<file path="config.mk">
export PLATFORM = sky130hd
export DESIGN_NAME = md5_stream_hasher
export DESIGN_NICKNAME = d
export VERILOG_FILES = /design/src/rtl/core/md5sh_pkg.sv /design/src/rtl/core/md5_stream_hasher.sv
export SDC_FILE = /design/constraint.sdc
export NUM_CORES = 2
export LEC_CHECK = 0
export ABC_AREA = 1
export BUFFER_PORTS_ARGS = -buffer_cell sky130_fd_sc_hd__buf_4
export CORE_MARGIN = 5
export CORE_UTILIZATION = 47
export CTS_CLUSTER_SIZE = 40
export DETAILED_ROUTE_END_ITERATION = 16
export PLACE_DENSITY = 0.61
export SLEW_MARGIN = 20
export SYNTH_ARGS = -nofsm -noshare
export SYNTH_HDL_FRONTEND = slang
export SYNTH_SLANG_ARGS = --single-unit
</file>
<file path="constraint.sdc">
create_clock -name clk_i -period 12.4 [get_ports clk_i]
set_clock_uncertainty 0.1 [all_clocks]
set_input_delay 0.62 -clock clk_i [delete_from_list [all_inputs] [get_ports clk_i]]
set_output_delay 0.62 -clock clk_i [all_outputs]
set_load 0.01 [all_outputs]
</file>
<file path="src/rtl/core/md5sh_pkg.sv">
// Package for the MD5 stream hasher: types, initial chaining values and round tables.
`default_nettype none

package md5sh_pkg;

  localparam logic [31:0] InitA = 32'h67452301;
  localparam logic [31:0] InitB = 32'hefcdab89;
  localparam logic [31:0] InitC = 32'h98badcfe;
  localparam logic [31:0] InitD = 32'h10325476;

  localparam logic [7:0] PadByte = 8'h80;
  localparam logic [5:0] LastPos = 6'h3f;
  localparam logic [5:0] LenPos  = 6'd56;

  typedef enum logic [1:0] {
    S_IDLE,
    S_ROUND,
    S_ADD,
    S_FIN
  } state_e;

  // What the block store holds for the compression that is running.
  typedef enum logic [1:0] {
    K_NORMAL,
    K_PAD1,
    K_PAD2
  } blk_kind_e;

  function automatic logic [4:0] rot_amt(input logic [3:0] idx);
    logic [4:0] s;
    case (idx)
      4'd0:  s = 5'd7;
      4'd1:  s = 5'd12;
      4'd2:  s = 5'd17;
      4'd3:  s = 5'd22;
      4'd4:  s = 5'd5;
      4'd5:  s = 5'd9;
      4'd6:  s = 5'd14;
      4'd7:  s = 5'd20;
      4'd8:  s = 5'd4;
      4'd9:  s = 5'd11;
      4'd10: s = 5'd16;
      4'd11: s = 5'd23;
      4'd12: s = 5'd6;
      4'd13: s = 5'd10;
      4'd14: s = 5'd15;
      default: s = 5'd21;
    endcase
    return s;
  endfunction

  function automatic logic [31:0] round_k(input logic [5:0] r);
    logic [31:0] k;
    case (r)
      6'd0:  k = 32'hd76aa478;  6'd1:  k = 32'he8c7b756;
      6'd2:  k = 32'h242070db;  6'd3:  k = 32'hc1bdceee;
      6'd4:  k = 32'hf57c0faf;  6'd5:  k = 32'h4787c62a;
      6'd6:  k = 32'ha8304613;  6'd7:  k = 32'hfd469501;
      6'd8:  k = 32'h698098d8;  6'd9:  k = 32'h8b44f7af;
      6'd10: k = 32'hffff5bb1;  6'd11: k = 32'h895cd7be;
      6'd12: k = 32'h6b901122;  6'd13: k = 32'hfd987193;
      6'd14: k = 32'ha679438e;  6'd15: k = 32'h49b40821;
      6'd16: k = 32'hf61e2562;  6'd17: k = 32'hc040b340;
      6'd18: k = 32'h265e5a51;  6'd19: k = 32'he9b6c7aa;
      6'd20: k = 32'hd62f105d;  6'd21: k = 32'h02441453;
      6'd22: k = 32'hd8a1e681;  6'd23: k = 32'he7d3fbc8;
      6'd24: k = 32'h21e1cde6;  6'd25: k = 32'hc33707d6;
      6'd26: k = 32'hf4d50d87;  6'd27: k = 32'h455a14ed;
      6'd28: k = 32'ha9e3e905;  6'd29: k = 32'hfcefa3f8;
      6'd30: k = 32'h676f02d9;  6'd31: k = 32'h8d2a4c8a;
      6'd32: k = 32'hfffa3942;  6'd33: k = 32'h8771f681;
      6'd34: k = 32'h6d9d6122;  6'd35: k = 32'hfde5380c;
      6'd36: k = 32'ha4beea44;  6'd37: k = 32'h4bdecfa9;
      6'd38: k = 32'hf6bb4b60;  6'd39: k = 32'hbebfbc70;
      6'd40: k = 32'h289b7ec6;  6'd41: k = 32'heaa127fa;
      6'd42: k = 32'hd4ef3085;  6'd43: k = 32'h04881d05;
      6'd44: k = 32'hd9d4d039;  6'd45: k = 32'he6db99e5;
      6'd46: k = 32'h1fa27cf8;  6'd47: k = 32'hc4ac5665;
      6'd48: k = 32'hf4292244;  6'd49: k = 32'h432aff97;
      6'd50: k = 32'hab9423a7;  6'd51: k = 32'hfc93a039;
      6'd52: k = 32'h655b59c3;  6'd53: k = 32'h8f0ccc92;
      6'd54: k = 32'hffeff47d;  6'd55: k = 32'h85845dd1;
      6'd56: k = 32'h6fa87e4f;  6'd57: k = 32'hfe2ce6e0;
      6'd58: k = 32'ha3014314;  6'd59: k = 32'h4e0811a1;
      6'd60: k = 32'hf7537e82;  6'd61: k = 32'hbd3af235;
      6'd62: k = 32'h2ad7d2bb;  default: k = 32'heb86d391;
    endcase
    return k;
  endfunction

endpackage

`default_nettype wire

</file>
<file path="src/rtl/core/md5_stream_hasher.sv">
// Top level of the MD5 stream hasher: byte intake, round sequencer and digest output.
`default_nettype none

// MD5 message digest over a byte stream.
// Input channel (in_valid_i / in_ready_o) carries one optional message byte
// (byte_valid_i, data_byte_i) and an end mark (last_i). A transfer that only
// stores a byte leaves the block ready again at once.
// The 64th byte of a block starts the compression: one round per cycle on a
// single shared round unit, then the chaining add, and the block is not
// ready again until that add is done.
// A transfer with last_i set pads the message in place (the 0x80 byte, zero
// fill and bit length are formed as words are read, so no clearing sweep is
// needed) and runs one or two further compressions, then hands the digest
// to the output register.
// The output channel (out_valid_o / out_ready_i) delivers digest_a_o to
// digest_d_o from that register. A stalled receiver does not block new
// bytes: only the next finish waits until the previous digest is taken.
// After a digest is loaded, the chaining words and the bit count return to
// their initial values for the next message.
// Reset loads the MD5 initial values, clears the bit count and leaves the
// block store as it is; it is always written before it is read.
module md5_stream_hasher (
  input  logic        clk_i,
  input  logic        rst_ni,
  input  logic        in_valid_i,
  output logic        in_ready_o,
  input  logic [7:0]  data_byte_i,
  input  logic        byte_valid_i,
  input  logic        last_i,
  output logic        out_valid_o,
  input  logic        out_ready_i,
  output logic [31:0] digest_a_o,
  output logic [31:0] digest_b_o,
  output logic [31:0] digest_c_o,
  output logic [31:0] digest_d_o
);
  import md5sh_pkg::*;

  state_e      state_q, state_d;
  blk_kind_e   kind_q, kind_d;
  logic        fin_q, fin_d;
  logic [5:0]  rnd_q;
  logic [63:0] count_q;
  logic [31:0] ha_q, hb_q, hc_q, hd_q;
  logic [31:0] a_q, b_q, c_q, d_q;
  logic [31:0] out_a_q, out_b_q, out_c_q, out_d_q;
  logic        out_valid_q;
  logic [7:0]  blk_q [16][4];

  logic        accept;
  logic        full_blk;
  logic        emit;
  logic [5:0]  in_pos;
  logic [5:0]  pad_pos;
  logic [31:0] sum_a, sum_b, sum_c, sum_d;

  // Round unit signals.
  logic [3:0]  widx;
  logic [7:0]  r5, r3, r7;
  logic [31:0] fval;
  logic [31:0] mword;
  logic [31:0] rsum;
  logic [63:0] rot_w;
  logic [31:0] b_new;

  assign in_pos   = count_q[8:3];
  assign pad_pos  = count_q[8:3];
  assign accept   = in_valid_i & in_ready_o;
  assign full_blk = byte_valid_i & (in_pos == LastPos);
  assign emit     = (state_q == S_FIN) & (~out_valid_q | out_ready_i);

  assign sum_a = ha_q + a_q;
  assign sum_b = hb_q + b_q;
  assign sum_c = hc_q + c_q;
  assign sum_d = hd_q + d_q;

  // Next state.
  always_comb begin
    state_d = state_q;
    kind_d  = kind_q;
    fin_d   = fin_q;
    unique case (state_q)
      S_IDLE: begin
        if (accept) begin
          if (full_blk) begin
            state_d = S_ROUND;
            kind_d  = K_NORMAL;
            fin_d   = last_i;
          end else if (last_i) begin
            state_d = S_ROUND;
            kind_d  = K_PAD1;
            fin_d   = 1'b0;
          end
        end
      end
      S_ROUND: begin
        if (rnd_q == LastPos) state_d = S_ADD;
      end
      S_ADD: begin
        if (kind_q == K_NORMAL) begin
          if (fin_q) begin
            state_d = S_ROUND;
            kind_d  = K_PAD1;
            fin_d   = 1'b0;
          end else begin
            state_d = S_IDLE;
          end
        end else if (kind_q == K_PAD1 && pad_pos >= LenPos) begin
          state_d = S_ROUND;
          kind_d  = K_PAD2;
        end else begin
          state_d = S_FIN;
        end
      end
      S_FIN: begin
        if (emit) begin
          state_d = S_IDLE;
          kind_d  = K_NORMAL;
        end
      end
      default: state_d = S_IDLE;
    endcase
  end

  // Handshake outputs.
  always_comb begin
    in_ready_o  = (state_q == S_IDLE);
    out_valid_o = out_valid_q;
    digest_a_o  = out_a_q;
    digest_b_o  = out_b_q;
    digest_c_o  = out_c_q;
    digest_d_o  = out_d_q;
  end

  // Message word index and round function for the current round.
  always_comb begin
    r5 = 8'(rnd_q[3:0]) * 8'd5 + 8'd1;
    r3 = 8'(rnd_q[3:0]) * 8'd3 + 8'd5;
    r7 = 8'(rnd_q[3:0]) * 8'd7;
    case (rnd_q[5:4])
      2'd0:    begin widx = rnd_q[3:0]; fval = (b_q & c_q) | (~b_q & d_q); end
      2'd1:    begin widx = r5[3:0];    fval = (b_q & d_q) | (c_q & ~d_q); end
      2'd2:    begin widx = r3[3:0];    fval = b_q ^ c_q ^ d_q;           end
      default: begin widx = r7[3:0];    fval = c_q ^ (b_q | ~d_q);        end
    endcase
  end

  // Message word as the compression sees it; padding is applied on the fly.
  always_comb begin
    logic [5:0] bp;
    bp = '0;
    for (int k = 0; k < 4; k++) begin
      bp = {widx, 2'(k)};
      case (kind_q)
        K_NORMAL: mword[8*k +: 8] = blk_q[widx][k];
        K_PAD1: begin
          if (bp < pad_pos)       mword[8*k +: 8] = blk_q[widx][k];
          else if (bp == pad_pos) mword[8*k +: 8] = PadByte;
          else                    mword[8*k +: 8] = 8'h00;
        end
        default: mword[8*k +: 8] = 8'h00;
      endcase
    end
    if (kind_q == K_PAD2 || (kind_q == K_PAD1 && pad_pos < LenPos)) begin
      if (widx == 4'd14) mword = count_q[31:0];
      if (widx == 4'd15) mword = count_q[63:32];
    end
  end

  assign rsum  = fval + a_q + round_k(rnd_q) + mword;
  assign rot_w = {rsum, rsum} << rot_amt({rnd_q[5:4], rnd_q[1:0]});
  assign b_new = b_q + rot_w[63:32];

  // Control registers.
  always_ff @(posedge clk_i or negedge rst_ni) begin
    if (!rst_ni) begin
      state_q     <= S_IDLE;
      kind_q      <= K_NORMAL;
      fin_q       <= 1'b0;
      rnd_q       <= '0;
      count_q     <= '0;
      ha_q        <= InitA;
      hb_q        <= InitB;
      hc_q        <= InitC;
      hd_q        <= InitD;
      out_valid_q <= 1'b0;
    end else begin
      state_q <= state_d;
      kind_q  <= kind_d;
      fin_q   <= fin_d;
      if (state_q == S_ROUND) rnd_q <= rnd_q + 6'd1;
      if (accept && byte_valid_i) count_q <= count_q + 64'd8;
      if (state_q == S_ADD) begin
        ha_q <= sum_a;
        hb_q <= sum_b;
        hc_q <= sum_c;
        hd_q <= sum_d;
      end
      if (emit) begin
        ha_q    <= InitA;
        hb_q    <= InitB;
        hc_q    <= InitC;
        hd_q    <= InitD;
        count_q <= '0;
      end
      if (emit) out_valid_q <= 1'b1;
      else if (out_ready_i) out_valid_q <= 1'b0;
    end
  end

  // Working variables, output register and block store.
  always_ff @(posedge clk_i) begin
    if (state_q == S_IDLE && accept) begin
      a_q <= ha_q;
      b_q <= hb_q;
      c_q <= hc_q;
      d_q <= hd_q;
    end else if (state_q == S_ROUND) begin
      a_q <= d_q;
      d_q <= c_q;
      c_q <= b_q;
      b_q <= b_new;
    end else if (state_q == S_ADD) begin
      a_q <= sum_a;
      b_q <= sum_b;
      c_q <= sum_c;
      d_q <= sum_d;
    end
    if (emit) begin
      out_a_q <= ha_q;
      out_b_q <= hb_q;
      out_c_q <= hc_q;
      out_d_q <= hd_q;
    end
    if (accept && byte_valid_i) blk_q[in_pos[5:2]][in_pos[1:0]] <= data_byte_i;
  end

`ifndef SYNTH
  a_rnd_idle : assert property (@(posedge clk_i) disable iff (!rst_ni)
    (state_q != S_ROUND) |-> (rnd_q == 6'd0))
    else $error("round counter not at zero outside the round phase");

  a_emit_clears : assert property (@(posedge clk_i) disable iff (!rst_ni)
    emit |=> (count_q == 64'd0) && (state_q == S_IDLE) && out_valid_q)
    else $error("finish did not clear the count or load the output");

  a_pad2_need : assert property (@(posedge clk_i) disable iff (!rst_ni)
    (kind_q == K_PAD2) |-> (pad_pos >= LenPos))
    else $error("length block used although padding fitted in one block");
`endif

endmodule

`default_nettype wire
</file>
==> results.toml <==
[run_status]
status = "finished clean"

[synth]
synth_top_family_by_area = "simple AND/OR/NAND/NOR gates"
syn_area_per_cell_um2 = 9.21
netlist_area_um2 = 56500
synth_nets = 6451
synth_xor_area_share_pct = 2.75
synth_top_cell_by_area = "edfxtp_1"
ys.flop_type = "edfxtp_1"
synthTopCellsByArea = "edfxtp_1, nand2_1, dfrtp_1"
synthAdderAreaFrac_pct = 7.74
synth_top_area_share_pct = 40.8
synth_compound_area_share_pct = 16.7
async_flop_share_pct = 20.7
syn_inst = 6131
synth-edff-count = 768
synth.distinct_cells = 73
muxShareOfSynthArea_pct = 0.160
synth-seq-cells = 969
ys_warn_count = 0
seq_area_frac_synth_pct = 49.9
synth-simple-area-share_pct = 16.8

[cells_and_area]
final_util_pct = 52.9
multi_input_area_um2 = 25000
drive_above_1_share_pct = 9.86
ff_latch_area_um2 = 28200
final_nets = 6555
syn_to_final_growth_pct = 12.0
fin_cells = 7943
fill_cells = 11000

[clocking]
cts.sinks = 969
h-tree-depth = 3
clk_pin_slew_ns = 0.06
cts_buffers = 106
cts_buffer_depth = 3
cts_resized = 0
insertion_delay_ns = 0.75
cts_tree = "built"
cts_root_buf = "clkbuf_16"

[global_route]
first_global_vias = 45000
grt_max_degree = 130
grt_overflow = 0
grt_pass1_wl_um = 307000
grt_antenna_before_repair = 14
track_usage_pct = 32.5

[placement]
finalWeightedCongestion = 1.02
dp_hpwl_um = 155000
dp.cells = 7737
portBuffers = 143

[timing]
rsz0062_at_grt = "no"
worst_slew_pin_slew_ns = 1.14
setup-violations-final = 0
min_period_ns = 11.51
fin_crit_sh_pct = 92.8
finalSetupTns_ns = 0
drv_slew = 0
slew_headroom_pct = 23.8
hold_violations = 0
fmax_ghz = 0.0869

[critical_path]
startpoint = "rnd_q[0]"
reg2regPathDepth = 66
required_ns = 12.79
critPathKind = "reg -> reg"
reg2reg_slack_ns = 0.89
worstReg2RegEnd = "b_q[26]"
start_kind = "flop"
path_max_fanout = 10
slowest_delay_ns = 0.61
crit-reg2reg-launch = "rnd_q[0]"
critPathMostFrequentCell = "nand2_1"
arrival_ns = 11.90
cp_slowest_cell = "a221oi_1"
end_kind = "flop"

[floorplanning]
dieWidth_um = 357
start_util_pct = 47.2
coreArea_um2 = 120000
fp.dieArea_um2 = 127000
num_rows = 127
ios = 144
die_h_um = 357

[detailed_routing]
ant_nets = 0
dr.pass1.iters = 7
drt-vias-per-instance = 6.06
avgRoutedWirePerCell_um = 26.4
dr_total_vias = 48100
drt_wl_total_um = 210000
drtIter0Drc = 5818
drc = 0

[hold_path]
hold_end = "fin_q"
hold_path_depth = 3
min_path_type = "in -> reg"
hp-start = "last_i"

[flow_run]
drv_cap = 0
[synthesized netlist by cell type, types with 5 or more instances]
cell type  number
o22ai_1       124
clkbuf_1      196
o31ai_1         9
nand3_1       397
dfstp_2        64
a21o_1          7
edfxtp_1      768
nand4_1        33
nor2_2          6
a22oi_1        24
nor3_1         95
o21ai_1        35
inv_1         595
o211ai_1      102
inv_2          14
nor2_1        385
clkinv_1        7
a21oi_1       502
o21ai_0       438
nand2_2        12
mux2i_1         9
nor4_1         35
nand3_2         5
o221ai_1      130
o21bai_1       13
a21boi_1       15
buf_1          53
o21a_1         18
or2_2          39
fa_1           72
xnor2_1        84
a31oi_1        32
a21boi_2        8
buf_2          15
a211oi_1       32
dfrtp_1       137
xor2_1         93
nand2_1      1180
a221oi_1       36
ha_1          234
[final cells by class]
| class | instances | area share, % |
|---|---|---|
| antenna | 3 | 0.0119 |
| clock buffer | 141 | 4.52 |
| multi-input combinational | 4274 | 39.5 |
| tap | 1612 | 3.19 |
| inverter | 618 | 3.70 |
| timing repair buffer | 266 | 3.29 |
| sequential | 969 | 44.5 |
| clock inverter | 60 | 1.25 |
[stage by stage]
stage / hold WS [ns] / setup WS (ns) / cell area (um2)
after floorplan: 0.224 / 1.06 / 56500
after global placement: 0.350 / 1.09 / 59600
after detailed placement: 0.357 / 1.03 / 59600
after CTS: 0.0569 / 1.02 / 63200
after global routing: 0.136 / 0.0281 / 63300
final: 0.117 / 0.888 / 63300
[per-layer routing]
metal	share of wire, %	wire length (um)	track usage (%)
met1	43	89800	46.5
met2	44	92800	49.6
met3	9.5	19900	6.50
met4	3.6	7580	11.0
met5	0.025	53	0
[critical path: cells and delay by family, from the launching register on]
family / cells / cell delay (ns)
xor gates and xnor gates: 3 / 0.49
buffers and inverters: 9 / 0.80
and+or+nand+nor: 25 / 2.22
adders and majority gates: 8 / 2.89
AOI/OAI and AO/OA: 21 / 4.18
DFF: 1 / 0.60
[cell usage in the layout (no fill, tap or decap), types with 95 or more instances in the layout]
cell / synthesis / routed
nor3_1: 95 / 95
edfxtp_1: 768 / 768
dfrtp_1: 137 / 136
o21ai_0: 438 / 438
o211ai_1: 102 / 102
inv_1: 595 / 590
nand3_1: 397 / 397
clkbuf_16: 0 / 108
o22ai_1: 124 / 124
nand2_1: 1180 / 1180
a21oi_1: 502 / 502
buf_4: 2 / 258
nor2_1: 385 / 373
ha_1: 234 / 233
o221ai_1: 130 / 129
[cells by family (layout without fill, tap and decap cells)]
| kind of cell | count (synthesis) | after routing |
|---|---|---|
| other cells | 0 | 3 |
| compound gates | 1566 | 1566 |
| flops | 969 | 969 |
| simple gates | 2216 | 2216 |
| mux | 9 | 9 |
| buf+inv | 888 | 1085 |
| xor+xnor | 177 | 177 |
| fa+ha+maj | 306 | 306 |
[worst max path at each step]
stage	end	depth (start not counted)
after floorplan	b_q[26]	68
after global placement	b_q[26]	66
after detailed placement	b_q[26]	66
after CTS	b_q[26]	66
after global routing	b_q[26]	67
final	b_q[26]	66
[flip-flops by register name (all words and copies together), names as in the netlist]
name	flops
a_q	32
b_q	32
blk_q	512
c_q	32
count_q	61
d_q	32
digest_a_o	32
digest_b_o	32
digest_c_o	32
digest_d_o	32
fin_q	1
ha_q	32
hb_q	32
hc_q	32
hd_q	32
kind_q	2
out_valid_o	1
rnd_q	6
state_q	2
[repair_timing]
item                      in CTS  in global routing
hold buffers                   1                  0
buffers inserted               0                  0
hold endpoints to repair      50                  0
Power is left out: the tool's default activity adds up to more than one toggle a clock period on the data nets, which glitch-free logic cannot reach.
